`src/rtl/rvaq_pkg.sv`:
```
// ----------------------------------------------------------------------------
// rvaq_pkg
// Shared types and constants of the regulator valve angle law pipeline.
// ----------------------------------------------------------------------------
package rvaq_pkg;

  // Configuration register indexes.
  localparam logic [2:0] REG_SETPOINT  = 3'd0;
  localparam logic [2:0] REG_PROP_GAIN = 3'd1;
  localparam logic [2:0] REG_FF_GAIN   = 3'd2;
  localparam logic [2:0] REG_PROP_MAX  = 3'd3;
  localparam logic [2:0] REG_FF_MIN    = 3'd4;
  localparam logic [2:0] REG_FF_MAX    = 3'd5;
  localparam logic [2:0] REG_ANGLE_MIN = 3'd6;
  localparam logic [2:0] REG_ANGLE_MAX = 3'd7;

  localparam int DivSteps   = 17;  // quotient bits of the error division
  localparam int RootSteps  = 16;  // quotient bits of the gain over root search
  localparam logic signed [17:0] PROP_FLOOR = 18'sd0;
  localparam logic signed [17:0] FF_OFFSET  = 18'sd1253;
  localparam logic signed [18:0] ERR_LIM    = 19'sd131072;

  // Configuration seen by every stage.
  typedef struct packed {
    logic [14:0]        setpoint;
    logic [15:0]        prop_gain;
    logic [31:0]        ff_gain;
    logic [14:0]        prop_max;
    logic signed [15:0] ff_min;
    logic signed [15:0] ff_max;
    logic [11:0]        angle_min;
    logic [11:0]        angle_max;
  } cfg_t;

  // Payload carried through the iteration stages.
  typedef struct packed {
    logic        neg;    // error is negative
    logic        sat;    // error magnitude reaches the limit
    logic        pos;    // supply pressure above zero
    logic [16:0] rem;    // division remainder
    logic [16:0] quot;   // division quotient
    logic [14:0] s;      // supply pressure
    logic [63:0] t;      // squared feed-forward gain
    logic [63:0] p;      // q*q*s so far
    logic [31:0] qs;     // q*s so far
    logic [15:0] q;      // feed-forward quotient so far
  } pipe_t;

endpackage

```
`src/rtl/rvaq_front.sv`:
```
// ----------------------------------------------------------------------------
// rvaq_front
// First stage: error numerator, saturation test and squared gain.
// ----------------------------------------------------------------------------
module rvaq_front import rvaq_pkg::*; (
  input  logic               clk,
  input  logic               rst,
  input  logic               adv,
  input  cfg_t               cfg,
  input  logic               in_valid,
  input  logic signed [15:0] fb,
  input  logic signed [15:0] sup,
  output logic               out_valid,
  output pipe_t              out
);

  logic [14:0]        sp;
  logic signed [17:0] n;
  logic [16:0]        mag;
  pipe_t              nxt;

  // Setpoint of zero counts as one.
  assign sp  = (cfg.setpoint == 15'd0) ? 15'd1 : cfg.setpoint;
  assign n   = $signed({3'b000, sp}) - 18'(fb);
  assign mag = n[17] ? 17'(-n) : n[16:0];

  always_comb begin
    nxt      = '0;
    nxt.neg  = n[17];
    nxt.sat  = mag >= {1'b0, sp, 1'b0};
    nxt.pos  = !sup[15] && (sup != 16'sd0);
    nxt.rem  = mag;
    nxt.s    = sup[14:0];
    nxt.t    = {32'd0, cfg.ff_gain} * {32'd0, cfg.ff_gain};
  end

  // Stage register.
  always_ff @(posedge clk) begin
    if (rst) begin
      out_valid <= 1'b0;
    end else if (adv) begin
      out_valid <= in_valid;
    end
  end

  always_ff @(posedge clk) begin
    if (adv) begin
      out <= nxt;
    end
  end

endmodule

```
`config.mk`:
```
export PLATFORM = sky130hd
export DESIGN_NAME = rvaq_front
export DESIGN_NICKNAME = d
export VERILOG_FILES = /design/src/rtl/rvaq_pkg.sv /design/src/rtl/rvaq_front.sv
export SDC_FILE = /design/constraint.sdc
export NUM_CORES = 2
export LEC_CHECK = 0
export ABC_CLOCK_PERIOD_IN_PS = 24300
export BUFFER_PORTS_ARGS = -buffer_cell sky130_fd_sc_hd__buf_4
export CAP_MARGIN = 25
export CORE_ASPECT_RATIO = 1.1
export CORE_MARGIN = 4
export CORE_UTILIZATION = 45
export DETAILED_ROUTE_END_ITERATION = 7
export GPL_TIMING_DRIVEN = 0
export HOLD_SLACK_MARGIN = 0.08
export PLACE_DENSITY = 0.63
export SETUP_SLACK_MARGIN = 0.15
export SKIP_LAST_GASP = 1
export SLEW_MARGIN = 20
export SYNTH_ARGS = -nofsm -noshare
export SYNTH_HDL_FRONTEND = slang
export SYNTH_SLANG_ARGS = --single-unit
export TNS_END_PERCENT = 100
```
`constraint.sdc`:
```
create_clock -name clk -period 24.3 [get_ports clk]
set_clock_uncertainty 0.1 [all_clocks]
set_input_delay 2.43 -clock clk [delete_from_list [all_inputs] [get_ports clk]]
set_output_delay 2.43 -clock clk [all_outputs]
set_load 0.01 [all_outputs]
```
Word-level counts from Yosys, hierarchy flattened
Cells that the tools add are included.
{"block": "op_classes", "div_mod_pow": 0, "n_lt_le_gt_ge": 1, "addsub": 2, "eq_ne": 0, "n_mux": 2, "n_shift": 0, "mul": 1, "n_reduce_logical": 4, "bitwise": 0}
{"op": "multiplier 32 x 32 -> 64 bit", "count": 1}
{"op": "greater-or-equal comparator 17 x 16 -> 1 bit", "count": 1}
{"op": "two-way mux 17 bit", "count": 1}
{"op": "negator 17 bit", "count": 1}
{"op": "subtractor 16 x 16 -> 17 bit", "count": 1}
{"op": "nonzero test 16 bit", "count": 1}
{"op": "logical NOT 15 bit", "count": 1}
{"op": "two-way mux 15 bit", "count": 1}
{"op": "logical AND 1 bit", "count": 1}
{"op": "logical NOT 1 bit", "count": 1}
{"block": "word_totals", "n_memories": 0, "latchBits": 0, "elab_cells": 17, "ff_bits": 100, "mem_bits_rw": 0, "output_inout_bits": 229, "inputBits": 170, "rom_bits": 0}

Longest topological paths before layout
{"block": "depth", "depth_word": 6, "depth_mapped": 32, "depth_no_buf": 29}

Worst setup path before layout
Ideal clock, no wire load.
{"block": "synth_path", "kind": "input port to flip-flop", "start": "input port cfg[88] in the netlist's numbering", "end": "register out[166] in the netlist's numbering (data pin)", "t_required_ns": 23.934, "cell_stages": 27, "setup_time_ns": 0.266, "path_buffers": 2, "setup_slack_ns": 14.513, "arrival_ns": 9.421, "path_cell_list": "clkbuf_1 clkbuf_1 nand2_1 fa_1 fa_1 inv_1 fa_1 inv_1 fa_1 inv_1 fa_1 fa_1 fa_1 inv_1 fa_1 inv_1 ha_1 nand4_1 nor4_1 nor2_1 o211ai_1 o21ba_2 o41ai_2 a21oi_2 o31ai_1 a21oi_1 xnor2_1"}
{"item": "start, declared", "line": "rvaq_front.sv:9", "rtl": "input cfg_t cfg,"}
{"item": "end signal, assigned", "line": "rvaq_front.sv:48", "rtl": "out <= nxt;"}
{"item": "end, declared", "line": "rvaq_front.sv:14", "rtl": "output pipe_t out"}

==> impl_metrics.csv <==
group,metric,value,unit
run_status,status,"finished clean",
worst_hold_path,hp-class,"flop to flop",
timing,hold_viol,0,
timing,finalCriticalPeriod,12.21,ns
placed_design,hpwl,87800,µm
detailed_routing,routed_wl,105000,µm
detailed_routing,avgViaCountPerCell,5.01,
worst_setup_path,crit_type,"input pin to flop",
final_layout,drive_above_1_share,9.15,%
logic_synthesis,synth_common_cells,"inv_1 (1019), fa_1 (792), ha_1 (328), nand2_1 (278), and2_1 (236)",
detailed_routing,drc,0,
worst_setup_path,worstPathArrival,12.23,ns
clock_tree,clkTransAtPathRegs,0.08,ns
timing,timing.final.crit_share,50.2,%
detailed_routing,routedWlPerCell,21.0,µm
die,io_pins,399,
logic_synthesis,syn_inst,3638,
detailed_routing,first_pass_iters,7,
clock_tree,clk_latency,0.38,ns
die,start_util,45.7,%
detailed_routing,initialDrtViolationCount,1596,
worst_setup_path,required,24.32,ns
die,die_area,82100,µm²
logic_synthesis,yosysMostFrequentCell,"inv_1",
detailed_routing,vias,25000,
worst_setup_path,worstPathMaxFanout,10,
placed_design,gp_congestion,0.972,
logic_synthesis,yosysTopAreaCellShare,45.4,%
clock_tree,cts_buffers,9,
run,maxCapViolCount,0,
logic_synthesis,synth_top_flop_cell,"edfxtp_1",
timing,relSlewSlack,19.6,%
detailed_routing,drtAntennaViolNets,0,
grt,grt_max_degree,100,
logic_synthesis,yosys.area.top_type,"fa_1",
timing,slew_violations,0,
grt,grt_usage,26.3,%
worst_setup_path,end_kind,"flop",
clock_tree,cts_tree,"yes",
grt,grt_pass1_wl,161000,µm
clock_tree,htree_levels,3,
logic_synthesis,syn_area_per_cell,9.59,µm²
timing,finalSetupTns,0,ns
final_layout,fin_nets,5251,
logic_synthesis,syn_area,34900,µm²
grt,grt_pass1_vias,27200,
grt,antenna_found_initial,6,
logic_synthesis,ys_seq_elements,99,
final_layout,area_growth,9.93,%
logic_synthesis,yosysSeqAreaShare,8.49,%
logic_synthesis,yosys_warnings,0,
clock_tree,root_buffer,"clkbuf_16",
timing,final-setup-viol-count,0,
die,fp.dieH,300,µm
die,fp-row-count,106,
worst_setup_path,cp-start-kind,"input pin",
die,core_area,76400,µm²
clock_tree,cts_max_path_buffers,2,
timing,max_freq,81.9,MHz
timing,rsz0062_at_grt,"no",
logic_synthesis,yosysUniqueCellTypes,66,
logic_synthesis,synth_edf_count,98,
clock_tree,cts.sinks,99,
placed_design,io_buffers,178,
logic_synthesis,synth_area_leaders,"fa_1 (45%), ha_1 (12%), inv_1 (11%)",
clock_tree,post_cts_buffers,0,
die,die_w,273,µm
logic_synthesis,synthArstFlopShare,0,%
timing,worst_pin_slew,1.21,ns
clock_tree,cts_resized,0,
grt,grt_overflow_total,0,
clock_tree,hold_buffers,0,
## cell families after synthesis
group	Yosys count	share of synthesized area, %
xor gates and xnor gates	126	3.16
and+or+nand+nor	704	10.1
buffers and inverters	1291	15.3
other	1	0.0107
muxes	5	0.147
DFF	99	8.49
AOI/OAI and AO/OA	292	5.60
adders and majority gates	1120	57.2
## cells in the final DEF, fill, tap and decap left out, drive strengths merged, types with 3 or more instances in the layout
| cell | instances |
|---|---|
| nor3 | 13 |
| buf | 319 |
| xor2 | 54 |
| conb | 131 |
| nand2 | 278 |
| a41o | 4 |
| clkinv | 5 |
| and3 | 5 |
| a31o | 13 |
| a21boi | 5 |
| xnor2 | 72 |
| o2111ai | 3 |
| nand2b | 10 |
| nor4 | 11 |
| edfxtp | 98 |
| fa | 792 |
| mux2i | 4 |
| o211ai | 8 |
| a221oi | 3 |
| o21a | 11 |
| or2 | 5 |
| nand3 | 14 |
| nand4 | 22 |
| a31oi | 16 |
| inv | 1021 |
| a41oi | 5 |
| or3 | 5 |
| o31ai | 7 |
| and2 | 236 |
| ha | 328 |
| diode | 3 |
| a21o | 46 |
| clkbuf | 143 |
| nor2 | 76 |
| a21oi | 90 |
| o21bai | 14 |
| nor2b | 19 |
| o41ai | 5 |
| o21ai | 48 |
## final timing paths
kind	slack, ns	end	cells after the start	startpoint
min	0.42	out_valid$_SDFFE_PP0P_	2	out_valid$_SDFFE_PP0P_
min reg2reg	0.42	out_valid$_SDFFE_PP0P_	2	out_valid$_SDFFE_PP0P_
max reg2reg	23.61	out_valid$_SDFFE_PP0P_	2	out_valid$_SDFFE_PP0P_
max	12.09	out[166]$_DFFE_PP_	28	cfg[73]
## per-layer routing
metal  wire length (µm)  global-route usage, %  vias up  share of wire, %
met5                  0                      0        -                 0
met4               6080                   12.1        0               5.8
met3               8640                   5.43      332               8.3
met2              51700                   44.9     1026                49
met1              38300                   32.2    12500                37
li1                   -                      -    11200                 -
## final cells by class
type | instances | area [µm²]
Tap cell | 1026 | 1280
Buffer | 271 | 1520
Sequential cell | 99 | 2960
Fill cell | 7331 | 38000
Inverter | 1020 | 3830
Timing Repair Buffer | 182 | 1380
Antenna cell | 3 | 7.51
Clock inverter | 7 | 80.1
Clock buffer | 9 | 225
Multi-Input combinational cell | 2378 | 27100
## worst max-delay path: stages
cell and delay [ns]:
buf_4 0.13, clkbuf_1 0.76, buf_1 0.96, nand2_1 0.40
fa_1 0.58, fa_1 0.52, inv_1 0.06, fa_1 0.54
inv_1 0.07, fa_1 0.53, inv_1 0.05, fa_1 0.48
fa_1 0.51, fa_1 0.50, inv_1 0.05, fa_1 0.47
inv_1 0.05, ha_1 0.41, nand2_1 0.18, o21ai_0 0.27
a21oi_1 0.08, o211ai_1 0.23, o21ba_2 0.23, o41ai_2 0.83
a21oi_2 0.30, o31ai_1 0.31, a21oi_1 0.11, xnor2_1 0.16
## through the flow
stage | setup slack (ns) | instances | utilization, % | hold WS (ns) | cell area, µm²
detailed placement | 11.76 | 4975 | 49.8 | 0.407 | 38000
floorplan | 14.51 | 3768 | - | 0.428 | 35400
finish | 12.09 | 4995 | 50.2 | 0.423 | 38400
global route | 11.85 | 4992 | 50.2 | 0.504 | 38300
global placement | 11.77 | 4972 | 49.7 | 0.379 | 38000
CTS | 12.16 | 4991 | 50.2 | 0.426 | 38300
## state kept, by name (all words and copies together) (netlist names)
| name | count |
|---|---|
| out | 98 |
| out_valid | 1 |
Power is left out: the tool's default activity adds up to more than one toggle a clock period on the data nets, which glitch-free logic cannot reach.
