### src/rtl/rvaq_pkg.sv
// ----------------------------------------------------------------------------
// rvaq_pkg
// Shared types and constants of the regulator valve angle law pipeline.
// ----------------------------------------------------------------------------
package rvaq_pkg;

  // Configuration register indexes.
  localparam logic [2:0] REG_SETPOINT  = 3'd0;
  localparam logic [2:0] REG_PROP_GAIN = 3'd1;
  localparam logic [2:0] REG_FF_GAIN   = 3'd2;
  localparam logic [2:0] REG_PROP_MAX  = 3'd3;
  localparam logic [2:0] REG_FF_MIN    = 3'd4;
  localparam logic [2:0] REG_FF_MAX    = 3'd5;
  localparam logic [2:0] REG_ANGLE_MIN = 3'd6;
  localparam logic [2:0] REG_ANGLE_MAX = 3'd7;

  localparam int DivSteps   = 17;  // quotient bits of the error division
  localparam int RootSteps  = 16;  // quotient bits of the gain over root search
  localparam logic signed [17:0] PROP_FLOOR = 18'sd0;
  localparam logic signed [17:0] FF_OFFSET  = 18'sd1253;
  localparam logic signed [18:0] ERR_LIM    = 19'sd131072;

  // Configuration seen by every stage.
  typedef struct packed {
    logic [14:0]        setpoint;
    logic [15:0]        prop_gain;
    logic [31:0]        ff_gain;
    logic [14:0]        prop_max;
    logic signed [15:0] ff_min;
    logic signed [15:0] ff_max;
    logic [11:0]        angle_min;
    logic [11:0]        angle_max;
  } cfg_t;

  // Payload carried through the iteration stages.
  typedef struct packed {
    logic        neg;    // error is negative
    logic        sat;    // error magnitude reaches the limit
    logic        pos;    // supply pressure above zero
    logic [16:0] rem;    // division remainder
    logic [16:0] quot;   // division quotient
    logic [14:0] s;      // supply pressure
    logic [63:0] t;      // squared feed-forward gain
    logic [63:0] p;      // q*q*s so far
    logic [31:0] qs;     // q*s so far
    logic [15:0] q;      // feed-forward quotient so far
  } pipe_t;

endpackage

### src/rtl/rvaq_back.sv
// ----------------------------------------------------------------------------
// rvaq_back
// Gain product, rounding, clamps and angle scaling over three stages.
// ----------------------------------------------------------------------------
module rvaq_back import rvaq_pkg::*; (
  input  logic               clk,
  input  logic               rst,
  input  logic               adv,
  input  cfg_t               cfg,
  input  logic               in_valid,
  input  pipe_t              in,
  output logic               out_valid,
  output logic [11:0]        valve_angle,
  output logic signed [15:0] prop_term,
  output logic signed [15:0] ff_term
);

  logic [2:0]         vld;
  logic signed [18:0] err;
  logic signed [17:0] qf;
  logic signed [17:0] ffc;
  logic signed [35:0] prod;
  logic signed [15:0] ff_a;
  logic signed [17:0] pr;
  logic signed [17:0] prc;
  logic signed [15:0] prop_b;
  logic signed [15:0] ff_b;
  logic signed [16:0] sum;
  logic signed [21:0] x;
  logic signed [21:0] lo;
  logic signed [21:0] hi;
  logic signed [21:0] xc;

  always_ff @(posedge clk) begin
    if (rst) begin
      vld <= '0;
    end else if (adv) begin
      vld <= {vld[1:0], in_valid};
    end
  end

  // Stage A: signed saturated error, gain product, feed-forward clamp (ff_max when supply is not positive).
  always_comb begin
    if (in.sat) begin
      err = in.neg ? -ERR_LIM : ERR_LIM;
    end else begin
      err = in.neg ? -$signed({2'b00, in.quot}) : $signed({2'b00, in.quot});
    end
    qf  = $signed({2'b00, in.q}) + FF_OFFSET;
    ffc = (qf < 18'(cfg.ff_min)) ? 18'(cfg.ff_min) : qf;
    ffc = (ffc > 18'(cfg.ff_max)) ? 18'(cfg.ff_max) : ffc;
    if (!in.pos) begin
      ffc = 18'(cfg.ff_max);
    end
  end

  always_ff @(posedge clk) begin
    if (adv) begin
      prod <= 36'($signed({1'b0, cfg.prop_gain}) * err);
      ff_a <= ffc[15:0];
    end
  end

  // Stage B: round to nearest, halves up, then clamp.
  assign pr = 18'((prod + 36'sd131072) >>> 18);

  always_comb begin
    prc = (pr < PROP_FLOOR) ? PROP_FLOOR : pr;
    prc = (prc > $signed({3'b000, cfg.prop_max})) ? $signed({3'b000, cfg.prop_max}) : prc;
  end

  always_ff @(posedge clk) begin
    if (adv) begin
      prop_b <= prc[15:0];
      ff_b   <= ff_a;
    end
  end

  // Stage C: ten times the sum, angle clamp, truncate to tenths.
  assign sum = 17'(prop_b) + 17'(ff_b);
  assign x   = (22'(sum) <<< 3) + (22'(sum) <<< 1);
  assign lo  = $signed({4'b0000, cfg.angle_min, 6'b000000});
  assign hi  = $signed({4'b0000, cfg.angle_max, 6'b000000});

  always_comb begin
    xc = (x < lo) ? lo : x;
    xc = (xc > hi) ? hi : xc;
  end

  always_ff @(posedge clk) begin
    if (adv) begin
      valve_angle <= xc[17:6];
      prop_term   <= prop_b;
      ff_term     <= ff_b;
    end
  end

  assign out_valid = vld[2];

endmodule
### config.mk
export PLATFORM = sky130hd
export DESIGN_NAME = rvaq_back
export DESIGN_NICKNAME = d
export VERILOG_FILES = /design/src/rtl/rvaq_pkg.sv /design/src/rtl/rvaq_back.sv
export SDC_FILE = /design/constraint.sdc
export NUM_CORES = 1
export LEC_CHECK = 0
export ABC_CLOCK_PERIOD_IN_PS = 8050
export BUFFER_PORTS_ARGS = -buffer_cell sky130_fd_sc_hd__buf_2
export CORE_MARGIN = 1.5
export CORE_UTILIZATION = 40
export DETAILED_ROUTE_END_ITERATION = 16
export PLACE_DENSITY = 0.71
export SLEW_MARGIN = 20
export SYNTH_ARGS = -nofsm -noshare
export SYNTH_HDL_FRONTEND = slang
export SYNTH_SLANG_ARGS = --single-unit
### constraint.sdc
create_clock -name clk -period 8.05 [get_ports clk]
set_input_delay 0 -clock clk [delete_from_list [all_inputs] [get_ports clk]]
set_output_delay 0 -clock clk [all_outputs]
set_load 0.03 [all_outputs]
# Word-level counts from Yosys, hierarchy flattened
# Index checks and enable logic that the tools add are counted.
# Widths: inputs -> output; s select.
# op_classes
muxes	10
multipliers	1
n_lt_le_gt_ge	6
n_addsub	5
# op_table
cell	n
$mux 19	3
$mux 18	3
$add 36x19->36 const B	1
$gt 18x16->1	2
$mul 17x19->36	1
$mux 16	2
$gt 22x19->1	1
$mux 22	1
$add 20x18->21	1
$lt 21x19->1	1
$neg 17->19	1
$lt 18x1->1 const B	1
$lt 18x16->1	1
$add 16x11->17 const B	1
$add 16x16->17	1
$mux 15	1
# totals
inputBits	366
elab_cells	31
regBits	131
output_inout_bits	45

# Longest topological paths before layout
# Gate-level depths: netlist (run 1).
# depth
depth_word	6
ltp_mapped	39
depth_no_buf	36

# Worst setup path after synthesis (run 1)
# Ideal clock, no wire load.
# synth_path
kind	register to register
startpoint	register prop_b[1]
endpoint	register valve_angle[10], data pin
slack_ps	719
path_buffers	2
setup_ps	260
arrival_time_ps	7070
path_stages_with_launch	36
path_cell_list	edfxtp_1 ha_1 a21oi_1 nor2b_1 nor2_1 xnor2_1 fa_1 a21oi_1 o21ai_0 o31a_1 and2_1 a211oi_1 a21oi_2 a221oi_2 a211oi_2 a21oi_1 xnor2_1 ha_1 o2111ai_1 a21oi_1 nor3_1 ha_1 buf_1 mux2_2 ha_1 nor2b_1 o21a_1 o21a_1 o21ai_0 nand2b_1 a21oi_1 o211ai_1 a21oi_1 o41a_1 buf_6 mux2_4
# synth_between
elab_chain_cells	6
# synth_rtl
item	line_no	source
start: declaration	rvaq_back.sv:26	logic signed [15:0] prop_b;
start signal: assignment	rvaq_back.sv:74	prop_b <= prc[15:0];
$add 16x16->17 (*)	rvaq_back.sv:80	assign sum = 17'(prop_b) + 17'(ff_b);
$add 20x18->21 (*)	rvaq_back.sv:81	assign x = (22'(sum) <<< 3) + (22'(sum) <<< 1);
$lt 21x19->1	rvaq_back.sv:86	xc = (x < lo) ? lo : x;
$mux 22 (*)	rvaq_back.sv:86	
$gt 22x19->1	rvaq_back.sv:87	xc = (xc > hi) ? hi : xc;
$mux 18 (*)	rvaq_back.sv:87	
named net xc[16]	rvaq_back.sv:32	logic signed [21:0] xc;
end signal: assignment	rvaq_back.sv:92	valve_angle <= xc[17:6];
end: declaration	rvaq_back.sv:13	output logic [11:0] valve_angle,
# The timed path passes the listed nets; every way through them passes the cells marked *.
# A chain may end at the register's enable or synchronous reset.

# Worst setup path in the final report (run 1)
# layout_path
startpoint	register prop_b[0]
endpoint	register valve_angle[1], data pin
# The elaborated chain is that of the path after synthesis.

==> results of run 1 <==
-- registers in the layout, summed over array words and instances, names as in the netlist --
name         count
ff_term         16
ff_a            16
prod            19
valve_angle     12
vld              3
prop_term       16
prop_b          16
ff_b            16
-- cell families (layout without fill, tap and decap cells) --
kind of cell,count (synthesis),after routing,synth area share (%)
fa+ha+maj,503,503,43.9
compound gates,234,234,7.84
simple gates,553,553,13.6
flops,114,114,17.3
mux,61,61,3.62
xor+xnor,92,92,4.11
other cells,1,2,0.0191
buf+inv,498,713,9.62
-- timing repair --
| item | 4_1_cts | 5_1_grt |
|---|---|---|
| hold endpoints to repair | 45 | 0 |
| pin swaps | 2 | 5 |
| resized for setup | 2 | 17 |
| endpoints found under the setup margin | 11 | 12 |
| buffers inserted | 1 | 8 |
| hold buffers | 44 | 0 |
| cloned | 0 | 0 |
-- cell usage after synthesis, types with 39 or more instances --
| cell type | count |
|---|---|
| clkbuf_1 | 51 |
| nor2_1 | 83 |
| mux2_2 | 39 |
| inv_1 | 432 |
| nand2_1 | 233 |
| xnor2_1 | 60 |
| and2_1 | 126 |
| fa_1 | 307 |
| edfxtp_1 | 111 |
| ha_1 | 196 |
| o21ai_0 | 49 |
| a21oi_1 | 58 |
-- area by class of cell --
| cell class | count | area [um^2] | area share, % |
|---|---|---|---|
| Clock buffer | 18 | 429 | 1.92 |
| Timing Repair Buffer | 250 | 1570 | 7.01 |
| Clock inverter | 13 | 144 | 0.645 |
| Antenna cell | 1 | 2.50 | 0.0112 |
| Multi-Input combinational cell | 1444 | 14400 | 64.5 |
| Inverter | 432 | 1620 | 7.27 |
| Sequential cell | 114 | 3390 | 15.2 |
| Tap cell | 615 | 769 | 3.45 |
-- stage by stage --
| step | TNS, ps | hold slack [ps] | area, um^2 | worst slack [ps] | util (%) |
|---|---|---|---|---|---|
| 2_1_floorplan | 0 | 72.4 | 19600 | 719 | - |
| 3_3_place_gp | 0 | 188 | 21100 | 151 | 44.0 |
| 3_5_place_dp | -149 | 197 | 21100 | -42.8 | 44.0 |
| 4_1_cts | 0 | 40.9 | 22200 | 0.781 | 46.1 |
| 5_1_grt | -1.87 | 49.8 | 22300 | -1.87 | 46.4 |
| 6_report | 0 | 50.2 | 22300 | 433 | 46.4 |
-- worst paths after layout --
check                    to  startpoint  slack (ps)
min                 ff_a[0]     cfg[24]          50
max          valve_angle[1]   prop_b[0]         430
max reg2reg  valve_angle[1]   prop_b[0]         430
min reg2reg        ff_b[13]    ff_a[13]         420
-- routing by layer --
layer | global-route usage [%] | share of wire [%] | routed length, um
met3 | 2.30 | 4.1 | 1830
met4 | 6.41 | 3.4 | 1510
met1 | 21.6 | 40 | 17900
met5 | 0 | 0.052 | 23
met2 | 34.2 | 52 | 23200
-- worst min-delay path, delay by kind of cell --
| family | cells | cell delay, ps |
|---|---|---|
| buffers and inverters | 2 | 150 |
| muxes | 1 | 110 |
==> reports/qor.txt, run 1 <==
Area grow syn2layout: 13.9%
Cell mode on critical path: ha_1
Most common cell after layout, fill and taps aside: inv_1
Top Ports: 411
Tightest Hold Check Type: in -> reg
Drt total wl: 44500 um
Pre-Repair DR Iteration Count: 5
CTS tree: yes
Port Buffers: 171
Clock Root Buffer: clkbuf_16
Residual DRC: 0
Effective utilization at floorplan: 40.8%
Top cells by area, synth: fa_1, edfxtp_1, ha_1
Worst-path clk slew: 60 ps
Final setup viols: 0
DRT antenna net count: 0
Chip Width: 224 um
DIE AREA: 0.0503 mm^2
Worst-Skew Late Latency: 410 ps
Inst Count DP: 2802
Die height: 224 um
Vias in the first global route: 15800
Via count: 14600
Layout cells sized above 1: 13.7%
Final GP Congestion: 0.874
Worst path slowest cell: or4b_2
Sequential area share after synthesis: 17.3%
Largest net degree at the start of global routing: 75
Max-cap violation count: 0
Worst slew pin tran: 936 ps
Post-synth EDFFs: 111
Ys Warns: 0
Number of DRC markers in iteration 0: 779
Outcome: completed
Critical path class: reg -> reg
Row cnt: 80
Mapped cell area: 0.0196 mm^2
Detailed-route vias per instance: 5.06
#FFs+latches synth: 114
Crit path buf inv count: 3
Cell count of the worst reg-to-reg path: 30
Tcrit/Tclk final: 94.6%
Endpoints failing hold: 0
Fillers: 4451
Most frequent cells in the layout: inv_1, fa_1, nand2_1
CTS HTree Levels: 4
Critical path startpoint category: flop
Slew Viols, Final: 0
Grt total ovfl: 0
Finished Layout Cells: 2887
CTS Buf Count: 17
Clock Tree Buf Depth: 2
Worst path max stage delay: 640 ps
Req. time, crit path: 8220 ps
Core area: 0.0480 mm^2
Biggest area consumer among synthesized cells: fa_1
Main synth FF type: edfxtp_1
Initial antenna violation count: 3
Hold path depth: 3
Clk sink count: 114
CP Capture Type: flop
Drt wl/cell: 15.4 um
Yosys top cell area share: 31.4%
Syn Inst Count: 2056
Slew headroom: 37.6%
CP max FO: 12
# nets final: 3128
Post-route minimum period: 7620 ps
Netlist cell types: 66
Mapped Nets: 2925
F_max: 0.131 GHz
Worst Skew: 11.0 ps
Crit. path cell count: 30
Critical path arrival: 7780 ps
DP HPWL: 36500 um
GRT Overall Usage: 18.3%
FFs w/ async S/R, synth: 0%
CP top delay family: compound AO/OA/AOI/OAI gates
First-pass GRT wire length: 74500 um
Syn avg cell area: 9.53 um^2
Power of run 1 is not shown: default switching activity piles up to over one toggle a cycle in this logic, so the estimate is an artifact.
==> inputs of run 2 (changes only) <==
--- a/config.mk
+++ b/config.mk
@@ -10,6 +10,7 @@
 export CORE_MARGIN = 1.5
 export CORE_UTILIZATION = 40
 export DETAILED_ROUTE_END_ITERATION = 16
+export GPL_TIMING_DRIVEN = 0
 export PLACE_DENSITY = 0.71
 export SLEW_MARGIN = 20
 export SYNTH_ARGS = -nofsm -noshare
==> run 2 against run 1 <==
  * Routed wire length is 5.5% higher
  * Maximum frequency is 0.26% higher
  * Global-route usage is 0.92 points higher
  * Highest routed layer unchanged
  * Hold slack worse by 29 ps
  * Die area stayed put
  * Core utilization is 0.30 points higher
  * Largest cell class unchanged
==> reports/qor.txt, run 2 (synthesis results as in run 1) <==
Post-route minimum period: 7600 ps (-20.0 ps)
Tcrit/Tclk final: 94.4% (-0.25 points)
CTS tree: yes
DIE AREA: 0.0503 mm^2 (unchanged)
CP top delay family: adder cells
Final setup viols: 0 (unchanged)
Pre-Repair DR Iteration Count: 5 (unchanged)
F_max: 0.132 GHz (+0.26%)
Core area: 0.0480 mm^2 (unchanged)
DP HPWL: 39200 um (+7.3%)
Worst Skew: 10.7 ps (-0.238 ps)
Setup TNS: 0 ps (unchanged)
Residual DRC: 0 (unchanged)
Slew headroom: 43.3% (+5.7 points)
Top Ports: 411 (unchanged)
Req. time, crit path: 8190 ps (-30 ps)
Worst path max stage delay: 620 ps (-20 ps)
Grt peak-use layer: met2
Worst Hold Launch: adv
Grt total ovfl: 0 (unchanged)
Die height: 224 um (unchanged)
Critical path arrival: 7740 ps (-40 ps)
First-pass GRT wire length: 77100 um (+3.5%)
Most frequent cells in the layout: inv_1, fa_1, nand2_1
Drt wl/cell: 16.0 um (+4.0%)
DRT antenna net count: 0 (unchanged)
Number of DRC markers in iteration 0: 812 (+4.2%)
# nets final: 3164 (+1.2%)
Critical path startpoint category: input pin
Worst-Skew Late Latency: 420 ps (about the same)
Clk sink count: 114 (unchanged)
Largest net degree at the start of global routing: 69 (-8.0%)
Reg-to-Reg Start: ff_b[2]
Post-placement cell area: 0.0212 mm^2 (+0.16%)
Layout cells sized above 1: 13.2% (-0.52 points)
Cell area after layout: 0.0225 mm^2 (+0.64%)
Met2 Usage GRT: 35.0% (+0.82 points)
Total area of sequential cells: 0.00339 mm^2 (unchanged)
Row cnt: 80 (unchanged)
Via count: 14900 (+1.9%)
Multi-input gate area in the final layout: 0.0144 mm^2 (about the same)
GR Util met1: 23.3% (+1.7 points)
CTS Buf Count: 17 (unchanged)
Fillers: 4483 (+0.72%)
Area grow syn2layout: 14.7%
Detailed-route vias per instance: 5.08 (+0.48%)
Worst R2R Setup Slack: 480 ps (+50 ps)
Terminus of the critical flop-to-flop path: valve_angle[1]
Outcome: completed
Crit path buf inv count: 6 (+3)
Finished Layout Cells: 2928 (+1.4%)
CP Capture Type: flop
Slew Viols, Final: 0 (unchanged)
GRT met3 Usage: 2.48% (+0.18 points)
Max FFs per register: 19 (unchanged)
CTS HTree Levels: 4 (unchanged)
Hold path depth: 1 (-2)
Cell count of the worst reg-to-reg path: 34 (+13%)
Most common cell after layout, fill and taps aside: inv_1
Port Buffers: 158 (-7.6%)
Worst-path clk slew: 60 ps (about the same)
Critical path class: in -> reg
Initial antenna violation count: 5 (+2)
Worst path slowest cell: fa_1
Clock Tree Buf Depth: 2 (unchanged)
GRT Overall Usage: 19.3% (+0.92 points)
Clock Root Buffer: clkbuf_16
Inst Count DP: 2830 (+1.0%)
Top reg by flops: prod
Effective utilization at floorplan: 40.8% (unchanged)
Chip Width: 224 um (unchanged)
Hold Path Sink: valve_angle[9]
Drt total wl: 46900 um (+5.5%)
Final GP Congestion: 0.895 (+2.4%)
Vias in the first global route: 15800 (-0.12%)
Worst slew pin tran: 847 ps (-89.2 ps)
CP max FO: 10 (-2)
Tightest Hold Check Type: in -> reg
Endpoints failing hold: 0 (unchanged)
Max-cap violation count: 0 (unchanged)
[run 2: cell count changes in the layout (fill, tap and decap cells not counted), moves of 7 or more]
cell	delta
clkbuf_1	+40
buf_4	-19
clkbuf_2	+13
buf_2	-10
buf_1	+7
[run 2: what timing repair did]
action / 4_1_cts / 5_1_grt
hold buffers: 44 / 0
pin swaps: 2 / 11
cloned: 0 / 1
gates resized for setup: 4 / 47
setup endpoints to repair: 12 / 24
endpoints found under the hold margin: 45 / 0
setup buffers: 3 / 13
[run 2: through the flow]
| step | utilization [%] | hold slack [ps] | setup slack, ps |
|---|---|---|---|
| global route | 46.7 | 33.5 | -71.2 |
| CTS | 46.3 | 11.1 | 6.14 |
| finish | 46.7 | 20.9 | 453 |
| floorplan | - | 72.4 | 719 |
| detailed placement | 44.1 | 199 | -501 |
| global placement | 44.0 | 187 | -342 |
[run 2: layout make-up]
| class | instances | area share (%) |
|---|---|---|
| Multi-Input combinational cell | 1444 | 64.0 |
| Sequential cell | 114 | 15.1 |
| Inverter | 432 | 7.24 |
| Timing Repair Buffer | 220 | 6.22 |
| Tap cell | 615 | 3.43 |
| Clock buffer | 18 | 1.91 |
| Buffer | 66 | 1.28 |
| Clock inverter | 14 | 0.730 |
| Antenna cell | 5 | 0.0557 |
[run 2: worst reg2reg max path, delay by kind of cell (launching register included)]
kind | cells | cell delay, ps
AO/OA/AOI/OAI | 17 | 2890
XOR/XNOR | 1 | 80
adder cells (fa/ha/maj) | 5 | 1680
buffers and inverters | 2 | 310
flip-flops | 1 | 430
multiplexers | 3 | 1070
AND/OR/NAND/NOR | 6 | 880
[run 2: worst max path at each step]
stage	start	end	slack [ps]	cells after the start
final	in[191]	prod[35]	450	31
after global routing	ff_b[2]	valve_angle[1]	-70	34
after CTS	prop_b[0]	valve_angle[4]	6	37
after detailed placement	prop_b[0]	valve_angle[4]	-500	39
after global placement	prop_b[0]	valve_angle[10]	-340	39
after floorplan	prop_b[1]	valve_angle[10]	720	35
[run 2: per-layer routing]
layer / wire [um] / share of wire (%)
met2: 23800 / 51
met4: 1770 / 3.8
met1: 19200 / 41
met3: 2120 / 4.5
met5: 10 / 0.021
Power of run 2 is left out for the same reason.
